**src/hdl/matrix_keypad_debounce_queue_macros.svh**
```systemverilog
// Assertion macros shared by the keypad debounce queue modules.
`ifndef MATRIX_KEYPAD_DEBOUNCE_QUEUE_MACROS_SVH
`define MATRIX_KEYPAD_DEBOUNCE_QUEUE_MACROS_SVH
`ifndef ASSERT_OFF
// Same-cycle implication, sampled on clock and disabled during reset.
`define MKDQ_ASSERT_IMP(lbl, ant, cons, msg) \
   lbl: assert property (@(posedge clock) disable iff (reset) (ant) |-> (cons)) \
      else $error(msg);
// Next-cycle implication, sampled on clock and disabled during reset.
`define MKDQ_ASSERT_NEXT(lbl, ant, cons, msg) \
   lbl: assert property (@(posedge clock) disable iff (reset) (ant) |=> (cons)) \
      else $error(msg);
`else
`define MKDQ_ASSERT_IMP(lbl, ant, cons, msg)
`define MKDQ_ASSERT_NEXT(lbl, ant, cons, msg)
`endif
`endif

```
**src/hdl/mkdq_pkg.sv**
```systemverilog
// Types, constants and helper functions for the keypad debounce queue.
`timescale 1ns / 1ps
package mkdq_pkg;

   // Sizing defaults and register port layout.
   localparam int QueueDepthDefault = 16;
   localparam int CsrAddrWidth      = 3;
   localparam int CsrDataWidth      = 32;
   localparam int QueueCountWidth   = 5;

   // Register indexes on the configuration port.
   localparam logic [CsrAddrWidth-3:0] REG_STABLE_THRESHOLD = '0;

   // Debounce threshold reset value and legal range.
   localparam logic [2:0] ThresholdReset = 3'd2;
   localparam logic [2:0] ThresholdMin   = 3'd1;
   localparam logic [2:0] ThresholdMax   = 3'd6;

   // Operation codes carried by a request transaction.
   localparam logic [1:0] OP_SCAN  = 2'd0;
   localparam logic [1:0] OP_POP   = 2'd1;
   localparam logic [1:0] OP_FLUSH = 2'd2;

   typedef struct packed {
      logic [1:0]  operation;
      logic [15:0] column_levels;
   } req_type;

   typedef struct packed {
      logic       key_valid;
      logic [7:0] key_code;
      logic [4:0] queue_count;
      logic       key_dropped;
   } rsp_type;

   // Commands handed from the front end to the key queue.
   typedef enum logic [1:0] {
      CMD_REPORT = 2'd0,
      CMD_PUSH   = 2'd1,
      CMD_POP    = 2'd2,
      CMD_FLUSH  = 2'd3
   } cmd_kind_type;

   typedef struct packed {
      cmd_kind_type kind;
      logic [7:0]   code;
   } cmd_type;

   // ASCII code of a key position; rows are "123A", "456B", "789C", "*0#D".
   function automatic logic [7:0] key_ascii(input logic [3:0] position);
      logic [7:0] code;
      unique case (position)
         4'd0:    code = 8'h31;
         4'd1:    code = 8'h32;
         4'd2:    code = 8'h33;
         4'd3:    code = 8'h41;
         4'd4:    code = 8'h34;
         4'd5:    code = 8'h35;
         4'd6:    code = 8'h36;
         4'd7:    code = 8'h42;
         4'd8:    code = 8'h37;
         4'd9:    code = 8'h38;
         4'd10:   code = 8'h39;
         4'd11:   code = 8'h43;
         4'd12:   code = 8'h2A;
         4'd13:   code = 8'h30;
         4'd14:   code = 8'h23;
         default: code = 8'h44;
      endcase
      return code;
   endfunction

endpackage

```
**src/hdl/matrix_keypad_debounce_queue.sv**
```systemverilog
// A request passes through the command queue and then the result register before its result is shown.
// Throughput: one transaction per cycle while the receiver takes results, set by the debounce update in
// the front end and the one write or read of the key memory per cycle in the back end.
// Reset is synchronous: debounce state, queue pointers and count clear, threshold is 2.
// The key memory is not cleared; only written entries are ever read.
`timescale 1ns / 1ps
module matrix_keypad_debounce_queue #(
   parameter int QUEUE_DEPTH = mkdq_pkg::QueueDepthDefault
) (
   input  logic                                clock,
   input  logic                                reset,
   input  logic                                req_valid,
   output logic                                req_ready,
   input  mkdq_pkg::req_type                   req_payload,
   output logic                                rsp_valid,
   input  logic                                rsp_ready,
   output mkdq_pkg::rsp_type                   rsp_payload,
   input  logic                                psel,
   input  logic                                penable,
   input  logic                                pwrite,
   input  logic [mkdq_pkg::CsrAddrWidth-1:0]   paddr,
   input  logic [mkdq_pkg::CsrDataWidth-1:0]   pwdata,
   output logic [mkdq_pkg::CsrDataWidth-1:0]   prdata,
   output logic                                pready
);

   logic [2:0]        threshold_ff, threshold_in;
   logic              reg_hit;
   logic              cfg_write;
   logic              cmd_full;
   logic              front_valid;
   mkdq_pkg::cmd_type front_cmd;
   logic              queue_valid;
   mkdq_pkg::cmd_type queue_cmd;
   logic              queue_take;

   // Configuration register access.
   assign pready    = 1'b1;
   assign reg_hit   = paddr[mkdq_pkg::CsrAddrWidth-1:2] == mkdq_pkg::REG_STABLE_THRESHOLD;
   assign cfg_write = psel && penable && pwrite && reg_hit;
   assign prdata    = reg_hit ? mkdq_pkg::CsrDataWidth'(threshold_ff) : '0;

   always_comb begin
      threshold_in = cfg_write ? pwdata[2:0] : threshold_ff;
   end

   always_ff @(posedge clock) begin
      if (reset) begin
         threshold_ff <= mkdq_pkg::ThresholdReset;
      end else begin
         threshold_ff <= threshold_in;
      end
   end

   // Front end: decode and debounce.
   mkdq_front u_front (
      .clock       (clock),
      .reset       (reset),
      .req_valid   (req_valid),
      .req_ready   (req_ready),
      .req_payload (req_payload),
      .threshold   (threshold_ff),
      .cmd_full    (cmd_full),
      .cmd_valid   (front_valid),
      .cmd         (front_cmd)
   );

   // Command queue between the two halves.
   mkdq_cmd_queue u_cmd_queue (
      .clock      (clock),
      .reset      (reset),
      .push_valid (front_valid),
      .push_data  (front_cmd),
      .full       (cmd_full),
      .pop_valid  (queue_valid),
      .pop_data   (queue_cmd),
      .pop_take   (queue_take)
   );

   // Back end: key queue and result register.
   mkdq_back #(
      .QUEUE_DEPTH (QUEUE_DEPTH)
   ) u_back (
      .clock       (clock),
      .reset       (reset),
      .cmd_valid   (queue_valid),
      .cmd         (queue_cmd),
      .cmd_take    (queue_take),
      .rsp_valid   (rsp_valid),
      .rsp_ready   (rsp_ready),
      .rsp_payload (rsp_payload)
   );

endmodule

```
**src/hdl/mkdq_front.sv**
```systemverilog
// Front end: snapshot decode, debounce and command classification.
`timescale 1ns / 1ps
`include "matrix_keypad_debounce_queue_macros.svh"
module mkdq_front (
   input  logic              clock,
   input  logic              reset,
   input  logic              req_valid,
   output logic              req_ready,
   input  mkdq_pkg::req_type req_payload,
   input  logic [2:0]        threshold,
   input  logic              cmd_full,
   output logic              cmd_valid,
   output mkdq_pkg::cmd_type cmd
);

   logic [7:0] last_key_ff, last_key_in;
   logic [2:0] agree_ff, agree_in;
   logic [2:0] thr;
   logic [2:0] agree_step;
   logic [3:0] position;
   logic       pressed;
   logic [7:0] cur_key;
   logic       accept;

   // A transaction is taken whenever the command queue has room.
   assign req_ready = !cmd_full;
   assign accept    = req_valid && req_ready;
   assign cmd_valid = accept;

   // Clamp the threshold to its legal range.
   always_comb begin
      if (threshold < mkdq_pkg::ThresholdMin) begin
         thr = mkdq_pkg::ThresholdMin;
      end else if (threshold > mkdq_pkg::ThresholdMax) begin
         thr = mkdq_pkg::ThresholdMax;
      end else begin
         thr = threshold;
      end
   end

   // Find the lowest pressed (low) bit of the snapshot.
   always_comb begin
      position = '0;
      pressed  = 1'b0;
      for (int i = 15; i >= 0; i--) begin
         if (!req_payload.column_levels[i]) begin
            position = 4'(i);
            pressed  = 1'b1;
         end
      end
      cur_key = pressed ? mkdq_pkg::key_ascii(position) : 8'd0;
   end

   // Debounce and classify the transaction into a queue command.
   always_comb begin
      last_key_in = last_key_ff;
      agree_in    = agree_ff;
      agree_step  = (agree_ff < thr) ? agree_ff + 3'd1 : agree_ff;
      cmd.kind    = mkdq_pkg::CMD_REPORT;
      cmd.code    = 8'd0;
      unique case (req_payload.operation)
         mkdq_pkg::OP_SCAN: begin
            if (cur_key == last_key_ff) begin
               agree_in = agree_step;
               if (agree_step == thr && cur_key != 8'd0) begin
                  // Step past the threshold so a held key is sent once.
                  agree_in = thr + 3'd1;
                  cmd.kind = mkdq_pkg::CMD_PUSH;
                  cmd.code = cur_key;
               end
            end else begin
               last_key_in = cur_key;
               agree_in    = 3'd0;
            end
         end
         mkdq_pkg::OP_POP: begin
            cmd.kind = mkdq_pkg::CMD_POP;
         end
         mkdq_pkg::OP_FLUSH: begin
            cmd.kind = mkdq_pkg::CMD_FLUSH;
         end
         default: begin
            cmd.kind = mkdq_pkg::CMD_REPORT;
         end
      endcase
   end

   // Debounce state.
   always_ff @(posedge clock) begin
      if (reset) begin
         last_key_ff <= 8'd0;
         agree_ff    <= 3'd0;
      end else if (accept) begin
         last_key_ff <= last_key_in;
         agree_ff    <= agree_in;
      end
   end

   `MKDQ_ASSERT_IMP(a_push_has_key, cmd_valid && cmd.kind == mkdq_pkg::CMD_PUSH, cmd.code != 8'd0, "push command without a key")

endmodule

```
**src/hdl/mkdq_cmd_queue.sv**
```systemverilog
// Two-entry command queue between the front end and the key queue.
`timescale 1ns / 1ps
`include "matrix_keypad_debounce_queue_macros.svh"
module mkdq_cmd_queue (
   input  logic              clock,
   input  logic              reset,
   input  logic              push_valid,
   input  mkdq_pkg::cmd_type push_data,
   output logic              full,
   output logic              pop_valid,
   output mkdq_pkg::cmd_type pop_data,
   input  logic              pop_take
);

   mkdq_pkg::cmd_type entries_ff [2];
   logic              wr_ptr_ff, wr_ptr_in;
   logic              rd_ptr_ff, rd_ptr_in;
   logic [1:0]        count_ff, count_in;

   assign full      = count_ff == 2'd2;
   assign pop_valid = count_ff != 2'd0;
   assign pop_data  = entries_ff[rd_ptr_ff];

   // Pointer and fill count update.
   always_comb begin
      wr_ptr_in = push_valid ? !wr_ptr_ff : wr_ptr_ff;
      rd_ptr_in = pop_take ? !rd_ptr_ff : rd_ptr_ff;
      count_in  = count_ff + 2'(push_valid) - 2'(pop_take);
   end

   always_ff @(posedge clock) begin
      if (reset) begin
         wr_ptr_ff <= 1'b0;
         rd_ptr_ff <= 1'b0;
         count_ff  <= 2'd0;
      end else begin
         wr_ptr_ff <= wr_ptr_in;
         rd_ptr_ff <= rd_ptr_in;
         count_ff  <= count_in;
      end
   end

   // Entry storage.
   always_ff @(posedge clock) begin
      if (push_valid) begin
         entries_ff[wr_ptr_ff] <= push_data;
      end
   end

   `MKDQ_ASSERT_IMP(a_no_overflow, push_valid, !full, "command queue overflow")
   `MKDQ_ASSERT_IMP(a_no_underflow, pop_take, pop_valid, "command queue underflow")

endmodule

```
**src/hdl/mkdq_back.sv**
```systemverilog
// Back end: key queue memory, pointers and the result register.
`timescale 1ns / 1ps
`include "matrix_keypad_debounce_queue_macros.svh"
module mkdq_back #(
   parameter int QUEUE_DEPTH = mkdq_pkg::QueueDepthDefault
) (
   input  logic              clock,
   input  logic              reset,
   input  logic              cmd_valid,
   input  mkdq_pkg::cmd_type cmd,
   output logic              cmd_take,
   output logic              rsp_valid,
   input  logic              rsp_ready,
   output mkdq_pkg::rsp_type rsp_payload
);

   localparam int PtrWidth   = $clog2(QUEUE_DEPTH);
   localparam int CountWidth = $clog2(QUEUE_DEPTH + 1);
   localparam int ExtWidth   = CountWidth + mkdq_pkg::QueueCountWidth;

   logic [7:0]            key_mem [QUEUE_DEPTH];
   logic [PtrWidth-1:0]   rd_ptr_ff, rd_ptr_in;
   logic [PtrWidth-1:0]   wr_ptr_ff, wr_ptr_in;
   logic [CountWidth-1:0] count_ff, count_in;
   logic [ExtWidth-1:0]   count_ext;
   logic                  full, empty;
   logic                  exec;
   logic                  do_write, do_read;
   logic                  key_valid, dropped;
   logic                  rsp_valid_ff, rsp_valid_in;
   logic                  key_valid_ff;
   logic                  dropped_ff;
   logic [mkdq_pkg::QueueCountWidth-1:0] queue_count_ff;
   logic [7:0]            rd_data_ff;

   // A command runs when the result register is free or being emptied.
   assign exec     = cmd_valid && (!rsp_valid_ff || rsp_ready);
   assign cmd_take = exec;
   assign full     = count_ff == CountWidth'(QUEUE_DEPTH);
   assign empty    = count_ff == '0;

   // Queue bookkeeping for the command at the head of the command queue.
   always_comb begin
      rd_ptr_in = rd_ptr_ff;
      wr_ptr_in = wr_ptr_ff;
      count_in  = count_ff;
      do_write  = 1'b0;
      do_read   = 1'b0;
      key_valid = 1'b0;
      dropped   = 1'b0;
      unique case (cmd.kind)
         mkdq_pkg::CMD_PUSH: begin
            if (full) begin
               dropped = 1'b1;
            end else begin
               do_write  = 1'b1;
               wr_ptr_in = (wr_ptr_ff == PtrWidth'(QUEUE_DEPTH - 1)) ? '0 : wr_ptr_ff + 1'b1;
               count_in  = count_ff + 1'b1;
            end
         end
         mkdq_pkg::CMD_POP: begin
            if (!empty) begin
               do_read   = 1'b1;
               key_valid = 1'b1;
               rd_ptr_in = (rd_ptr_ff == PtrWidth'(QUEUE_DEPTH - 1)) ? '0 : rd_ptr_ff + 1'b1;
               count_in  = count_ff - 1'b1;
            end
         end
         mkdq_pkg::CMD_FLUSH: begin
            rd_ptr_in = '0;
            wr_ptr_in = '0;
            count_in  = '0;
         end
         mkdq_pkg::CMD_REPORT: begin
            count_in = count_ff;
         end
      endcase
      count_ext = ExtWidth'(count_in);
   end

   // Result register handshake.
   always_comb begin
      if (exec) begin
         rsp_valid_in = 1'b1;
      end else if (rsp_ready) begin
         rsp_valid_in = 1'b0;
      end else begin
         rsp_valid_in = rsp_valid_ff;
      end
   end

   // Control state.
   always_ff @(posedge clock) begin
      if (reset) begin
         rd_ptr_ff    <= '0;
         wr_ptr_ff    <= '0;
         count_ff     <= '0;
         rsp_valid_ff <= 1'b0;
      end else begin
         rsp_valid_ff <= rsp_valid_in;
         if (exec) begin
            rd_ptr_ff <= rd_ptr_in;
            wr_ptr_ff <= wr_ptr_in;
            count_ff  <= count_in;
         end
      end
   end

   // Result payload.
   always_ff @(posedge clock) begin
      if (exec) begin
         key_valid_ff   <= key_valid;
         dropped_ff     <= dropped;
         queue_count_ff <= count_ext[mkdq_pkg::QueueCountWidth-1:0];
      end
   end

   // Key memory with registered read data.
   always_ff @(posedge clock) begin
      if (exec && do_write) begin
         key_mem[wr_ptr_ff] <= cmd.code;
      end
      if (exec && do_read) begin
         rd_data_ff <= key_mem[rd_ptr_ff];
      end
   end

   assign rsp_valid               = rsp_valid_ff;
   assign rsp_payload.key_valid   = key_valid_ff;
   assign rsp_payload.key_code    = key_valid_ff ? rd_data_ff : 8'd0;
   assign rsp_payload.queue_count = queue_count_ff;
   assign rsp_payload.key_dropped = dropped_ff;

   `MKDQ_ASSERT_IMP(a_count_bound, 1'b1, count_ff <= CountWidth'(QUEUE_DEPTH), "key count above depth")
   `MKDQ_ASSERT_NEXT(a_flush_empties, exec && cmd.kind == mkdq_pkg::CMD_FLUSH, count_ff == '0, "flush left keys")
   `MKDQ_ASSERT_NEXT(a_pop_returns, exec && cmd.kind == mkdq_pkg::CMD_POP && !empty, rsp_valid && key_valid_ff, "pop lost its key")

endmodule

```
**config.mk**
```make
export PLATFORM = sky130hd
export DESIGN_NAME = matrix_keypad_debounce_queue
export DESIGN_NICKNAME = d
export VERILOG_FILES = /design/src/hdl/mkdq_pkg.sv /design/src/hdl/matrix_keypad_debounce_queue.sv /design/src/hdl/mkdq_front.sv /design/src/hdl/mkdq_cmd_queue.sv /design/src/hdl/mkdq_back.sv
export VERILOG_INCLUDE_DIRS = /design/src /design/src/hdl
export SDC_FILE = /design/constraint.sdc
export NUM_CORES = 1
export LEC_CHECK = 0
export BUFFER_PORTS_ARGS = -buffer_cell sky130_fd_sc_hd__buf_2
export CORE_MARGIN = 3
export CORE_UTILIZATION = 45
export CTS_BUF_LIST = sky130_fd_sc_hd__clkbuf_2
export CTS_CLUSTER_DIAMETER = 100
export DETAILED_ROUTE_END_ITERATION = 8
export PLACE_DENSITY = 0.69
export REMOVE_ABC_BUFFERS = 1
export SYNTH_ARGS = -nofsm -noshare
export SYNTH_HDL_FRONTEND = slang
export SYNTH_SLANG_ARGS = --single-unit
```
**constraint.sdc**
```tcl
create_clock -name clock -period 3.7 [get_ports clock]
set_clock_uncertainty 0.05 [all_clocks]
set_input_delay 0.74 -clock clock [delete_from_list [all_inputs] [get_ports clock]]
set_output_delay 0.74 -clock clock [all_outputs]
set_load 0.005 [all_outputs]
```
Yosys cells after proc, flatten, opt, wreduce, memory -nomap -nowiden
Memory sizes are Yosys's and may differ from the RTL's. A register that Yosys moved wholly into a read port is not among the register bits.
Cells that the tools add are included.
Storage, ports and cells
  output and inout port bits: 50
  word-level logic and storage cells: 133
  bits of input ports: 60
  memories: 3
  memory bits (read-only): 112
  bits in writable memories: 148
  bits in registers: 39
Operators by class
  reduce and logical (&&, ||, !) cells: 25
  $add $sub $neg: 8
  muxes and demuxes: 66
  equality and inequality tests: 13
  $lt $le $gt $ge: 3
  bitwise gates (word level): 2
Memory list
  u_back.key_mem: words 16, bits a word 8, rd ports 1, clocked after Yosys merged registers in 1, wr ports 1, RTL line mkdq_back.sv:21  | logic [7:0] key_mem [QUEUE_DEPTH];
  (name not given): words 16, bits a word 7, rd ports 1, clocked after Yosys merged registers in 0, wr ports 0, RTL line mkdq_pkg.sv:52  | unique case (position)
  u_cmd_queue.entries_ff: words 2, bits a word 10, rd ports 1, clocked after Yosys merged registers in 1, wr ports 1, RTL line mkdq_cmd_queue.sv:15  | mkdq_pkg::cmd_type entries_ff [2];
Operators by type and width (number)
  $mux W4: 20
  $mux W1: 29
  $mux W8: 3
  $pmux W5 S4: 1
  $mux W3: 6
  $pmux W4 S2: 2
  $mux W10: 1
  $mux W5: 2
  $mux W9: 1
  $reduce_and A3 Y1: 3
  $add A4 B1 Y4 const B: 2
  $eq A2 B2 Y1 const B: 4
  $eq A4 B4 Y1 const B: 2
  $eq A8 B8 Y1: 1
  $logic_and A1 B1 Y1: 8
  $reduce_bool A2 Y1: 4
  $reduce_bool A8 Y1: 1
  $add A3 B1 Y3 const B: 2
  $pmux W2 S3: 1
  $add A5 B1 Y5 const B: 1
  $eq A5 B5 Y1 const B: 1
  $logic_not A5 Y1: 1
  $sub A5 B1 Y5 const B: 1
  $eq A2 B1 Y1 const B: 2
  12 further kinds: 18

Logic depth before layout (Yosys ltp)
An unclocked memory read counts as a cell.
  depth in word-level cells: 23
  gate-level depth with buffers: 15
  depth with buffers taken out: 14

Modules after synthesis
A second synthesis with hierarchy kept.
Second synthesis, totals
  cell total of the unflattened synthesis: 682
  area, all modules: 9303.9 µm²
Modules (own cells, without submodules)
  mkdq_back: area an instance 6515.0 µm², sequential area each 4574.4 µm², instances 1, cells an instance 384
  mkdq_front: area an instance 1446.4 µm², sequential area each 200.2 µm², instances 1, cells an instance 197
  mkdq_cmd_queue: area an instance 939.7 µm², sequential area each 700.7 µm², instances 1, cells an instance 52
  matrix_keypad_debounce_queue: area an instance 402.9 µm², sequential area each 60.1 µm², instances 1, cells an instance 49

Least setup slack after synthesis
OpenSTA, ideal clock, no wires.
  kind: input to register
  start point: in req_payload[14] (netlist bit)
  end point: mem u_cmd_queue.entries_ff[0][8] (netlist bit), data pin
  path slack: 0.235 ns
  arrival time: 3.255 ns
  cell stages on the path: 14
  cell sequence: nor2b_1 -> o221ai_1 -> a41oi_1 -> a21o_1 -> ha_1 -> inv_1 -> nor2_1 -> a311o_1 -> a211oi_2 -> nand4b_1 -> nor4_4 -> nand4bb_1 -> buf_2 -> mux2i_1
RTL lines
  from (decl): RTL line matrix_keypad_debounce_queue.sv:14  | input mkdq_pkg::req_type req_payload,
  to (decl): RTL line mkdq_cmd_queue.sv:15

==> results by group <==
Critical path
  • Worst setup EP type: flip-flop
  • Worst Path Max Fanout: 9
  • CP startpoint kind: flip-flop
  • Reg2Reg Setup Slack: 0.33 ns
  • Worst R2R End: u_cmd_queue.entries_ff[0][4]
  • R2r worst-path depth: 11
  • Critical path buffers and inverters: 2
  • Critical Path RT: 4.22 ns
  • Crit path cell chain: inv_1, ha_1, or4b_2, o2111ai_1, a41oi_1, xor2_1, a21oi_1, o22ai_2, nand4bb_1, buf_4, nor2_1
  • WS Path Type: flip-flop to flip-flop
  • Crit. Startpoint: threshold_ff[1]
  • Critical Path AT: 3.89 ns
  • Max stage delay on crit path: 0.67 ns
  • Crit path max-delay family: simple AND/OR/NAND/NOR gates
  • CP endpoint: u_cmd_queue.entries_ff[0][4]
  • Worst R2R Start: threshold_ff[1]
  • Crit-path slowest cell: or4b_2
  • Critical path depth: 11

Outcome
  • Status: finished, final reports clean

Layout
  • N_diodes: 0
  • Commonest non-fill, non-tap cell in the layout: edfxtp_1
  • Nets@finish: 782
  • Post-Layout Cell Count: 944
  • Area delta synth->final: 9.08%
  • Layout cell share with drive strength beyond 1: 24.9%
  • Commonest non-fill, non-tap cells in the layout: edfxtp_1, nor2_1, nand2_1, buf_2, mux4_2
  • Final Cell Area: 9190 µm²

Pwr
  • Worst VDD drop: 0.211 mV
  • Seq pwr share: 54.4%
  • P_leak: 3.27 nW
  • Net Sw Frac: 32.4%
  • Internal: 0.00315 W
  • PwrDens: 507 nW/µm²
  • Comb pwr share: 25.3%
  • Net switching power: 0.00151 W
  • Clock share of power: 20.3%

Synthesis
  • Mapped cell area: 8420 µm²
  • Yosys top cell area share: 51.3%
  • Synth Instances: 630
  • Top cells by area, synth: edfxtp_1, mux4_2, dfxtp_1
  • FFs w/ async S/R, synth: 0%
  • Yosys top cell by area: edfxtp_1
  • Post-synth EDFFs: 144
  • Yosys warns: 0
  • FF+latch count, synth: 176
  • Post-Syn Area per Cell: 13.4 µm²
  • Post-synth top flop: edfxtp_1
  • Sequential share of the synthesized area: 59.0%
  • Netlist cell types: 69

STA
  • Slew headroom: 49.6%
  • Fmax: 0.297 GHz
  • Hold Slack: 0.162 ns
  • Min Tclk post-route: 3.37 ns
  • Final setup viols: 0
  • Final Hold Viols: 0
  • Setup TNS: 0 ns
  • Pin slew with the least headroom to its limit: 0.753 ns
  • Fin. max-slew vios: 0
  • Final period util: 91.1%
  • RSZ-0062 raised after global routing: false

Hold path
  • Depth of the worst hold-timing path: 3
  • Type of the worst min-delay path: primary input to flip-flop

Floorplan
  • Core area: 18100 µm²
  • Die height: 143 µm
  • Ports: 110
  • DIE WIDTH: 143 µm
  • Starting Density: 46.4%
  • Die ar.: 20400 µm²
  • Rows: 49

Clock network
  • Num CTS Buffers: 17
  • CTS tree: built
  • CTS clock-pin slew for the worst setup and hold paths: 0.29 ns
  • Max Root-Sink Buffers: 2
  • Setup repair bufs after CTS: 0
  • # resized after CTS: 0
  • Max H-tree Level: 4
  • Root Driver: clkbuf_2
  • Clock sink count: 176
  • Clock latency on the worst-skew pair: 0.74 ns
  • Hold buffers post-CTS: 0

Global route
  • Vias in the first global route: 5080
  • GRT Total Usage: 16.3%
  • Initial antenna violation count: 0
  • Largest net degree at the start of global routing: 36
  • Gr ovfl total: 0
  • Global-route wire length before repair: 25900 µm

Run
  • Max cap viols: 0

Drt
  • Remaining DRCs: 0
  • Antenna Nets Post-Route: 0
  • Total wire length: 16200 µm
  • Total number of vias: 5187
  • Pre-Repair DR Iteration Count: 5
  • Drt via density: 5.49
  • Initial DRC count: 369
  • Average wire per standard cell: 17.2 µm

Placed design
  • Dpl cell area: 8960 µm²
  • Final HPWL DP: 11300 µm
  • Port Buf Inserts: 47
  • Placed cell count: 912
  • GP Congestion: 0.865
==> power by group through the flow <==
stage | Clock [W] | Combinational, W | Sequential (W)
final | 0.000946 | 0.00118 | 0.00254
after global routing | 0.00106 | 0.00131 | 0.00256
after CTS | 0.000981 | 0.00119 | 0.00254
after detailed placement | 0 | 0.00119 | 0.00258
after global placement | 0 | 0.00115 | 0.00257
after floorplan | 0 | 0.000754 | 0.00262
==> metal layers <==
metal  global-route usage [%]  share of wire [%]  up-vias
li1                         -                  -     2458
met1                     21.0                 42     2558
met2                     27.6                 51      149
met3                     3.18                4.6       22
met4                     5.95                2.0        0
met5                        0                  0        -
==> sequential cells by signal, indices dropped and copies added (netlist names), named ones only <==
signal                  flops
u_back.wr_ptr_ff            4
u_cmd_queue.wr_ptr_ff       1
u_back.dropped_ff           1
u_back.key_mem            112
u_back.count_ff             5
u_back.queue_count_ff       5
u_cmd_queue.count_ff        2
u_cmd_queue.entries_ff     18
threshold_ff                3
u_back.rd_ptr_ff            4
u_cmd_queue.rd_ptr_ff       1
u_back.rsp_valid            1
u_back.key_valid_ff         1
u_front.agree_ff            3
u_front.last_key_ff         7
u_back.rd_data_ff           7
==> cell families (layout without fill, tap and decap cells) <==
family / count (synthesis) / count (layout) / synth area share (%)
compound gates: 84 / 84 / 7.46
xor+xnor: 12 / 12 / 1.25
fa+ha+maj: 20 / 20 / 2.97
buf+inv: 80 / 136 / 5.10
flops: 176 / 176 / 59.0
mux: 56 / 56 / 12.0
other cells: 2 / 31 / 0.0892
simple gates: 200 / 200 / 12.1
==> metrics by stage <==
stage	power, W	setup slack (ns)	utilization [%]
after CTS	0.00471	0.367	50.6
after global placement	0.00372	0.0103	49.4
final	0.00466	0.330	50.6
after floorplan	0.00337	0.136	-
after detailed placement	0.00377	-0.0508	49.4
after global routing	0.00492	0.155	50.6
==> worst min path at each step <==
stage	startpoint	endpoint	slack (ns)
2_1_floorplan	u_front.last_key_ff[3]	u_front.last_key_ff[3]	0.41
3_3_place_gp	u_back.rsp_valid	u_back.rsp_valid	0.42
3_5_place_dp	u_front.last_key_ff[3]	u_front.last_key_ff[3]	0.44
4_1_cts	pwdata[0]	threshold_ff[0]	0.08
5_1_grt	pwdata[0]	threshold_ff[0]	0.08
6_report	pwdata[0]	threshold_ff[0]	0.16
==> synth_stat cells (all sizes together) (2+ instances only) <==
cell and count:
nand2b 10, nor2b 6, nand4b 3, conb 2, a2111oi 2, o221ai 3, edfxtp 144, o31ai 4
and2 11, nand3b 2, o211ai 2, and3 6, nand2 47, inv 23, o2111ai 3, dfxtp 32
a211oi 8, mux2 13, ha 20, mux2i 8, xnor2 7, a21oi 21, o21ai 18, buf 44
nor2 64, and4 3, xor2 5, mux4 35, clkbuf 12, o22ai 4, nor3 18, a21boi 2
a2111o 2, nand3 13, a41oi 3, or3 3, nor4 2, nand4 7
==> area by class of cell <==
cell class	count	area [µm²]
inverters	24	90.1
repair buffers	80	483
well taps	229	287
clock inverters	15	139
fillers	1542	8960
multi-input cells	403	3140
flip-flops and latches	176	4970
clock buffers	17	85.1
==> tightest hold or removal path: cells and delay by family <==
kind,cells,cell delay (ns)
simple gates,1,0.08
mux,1,0.05
buf+inv,1,0.08
Note: power is estimated with default switching activity, not from simulation.
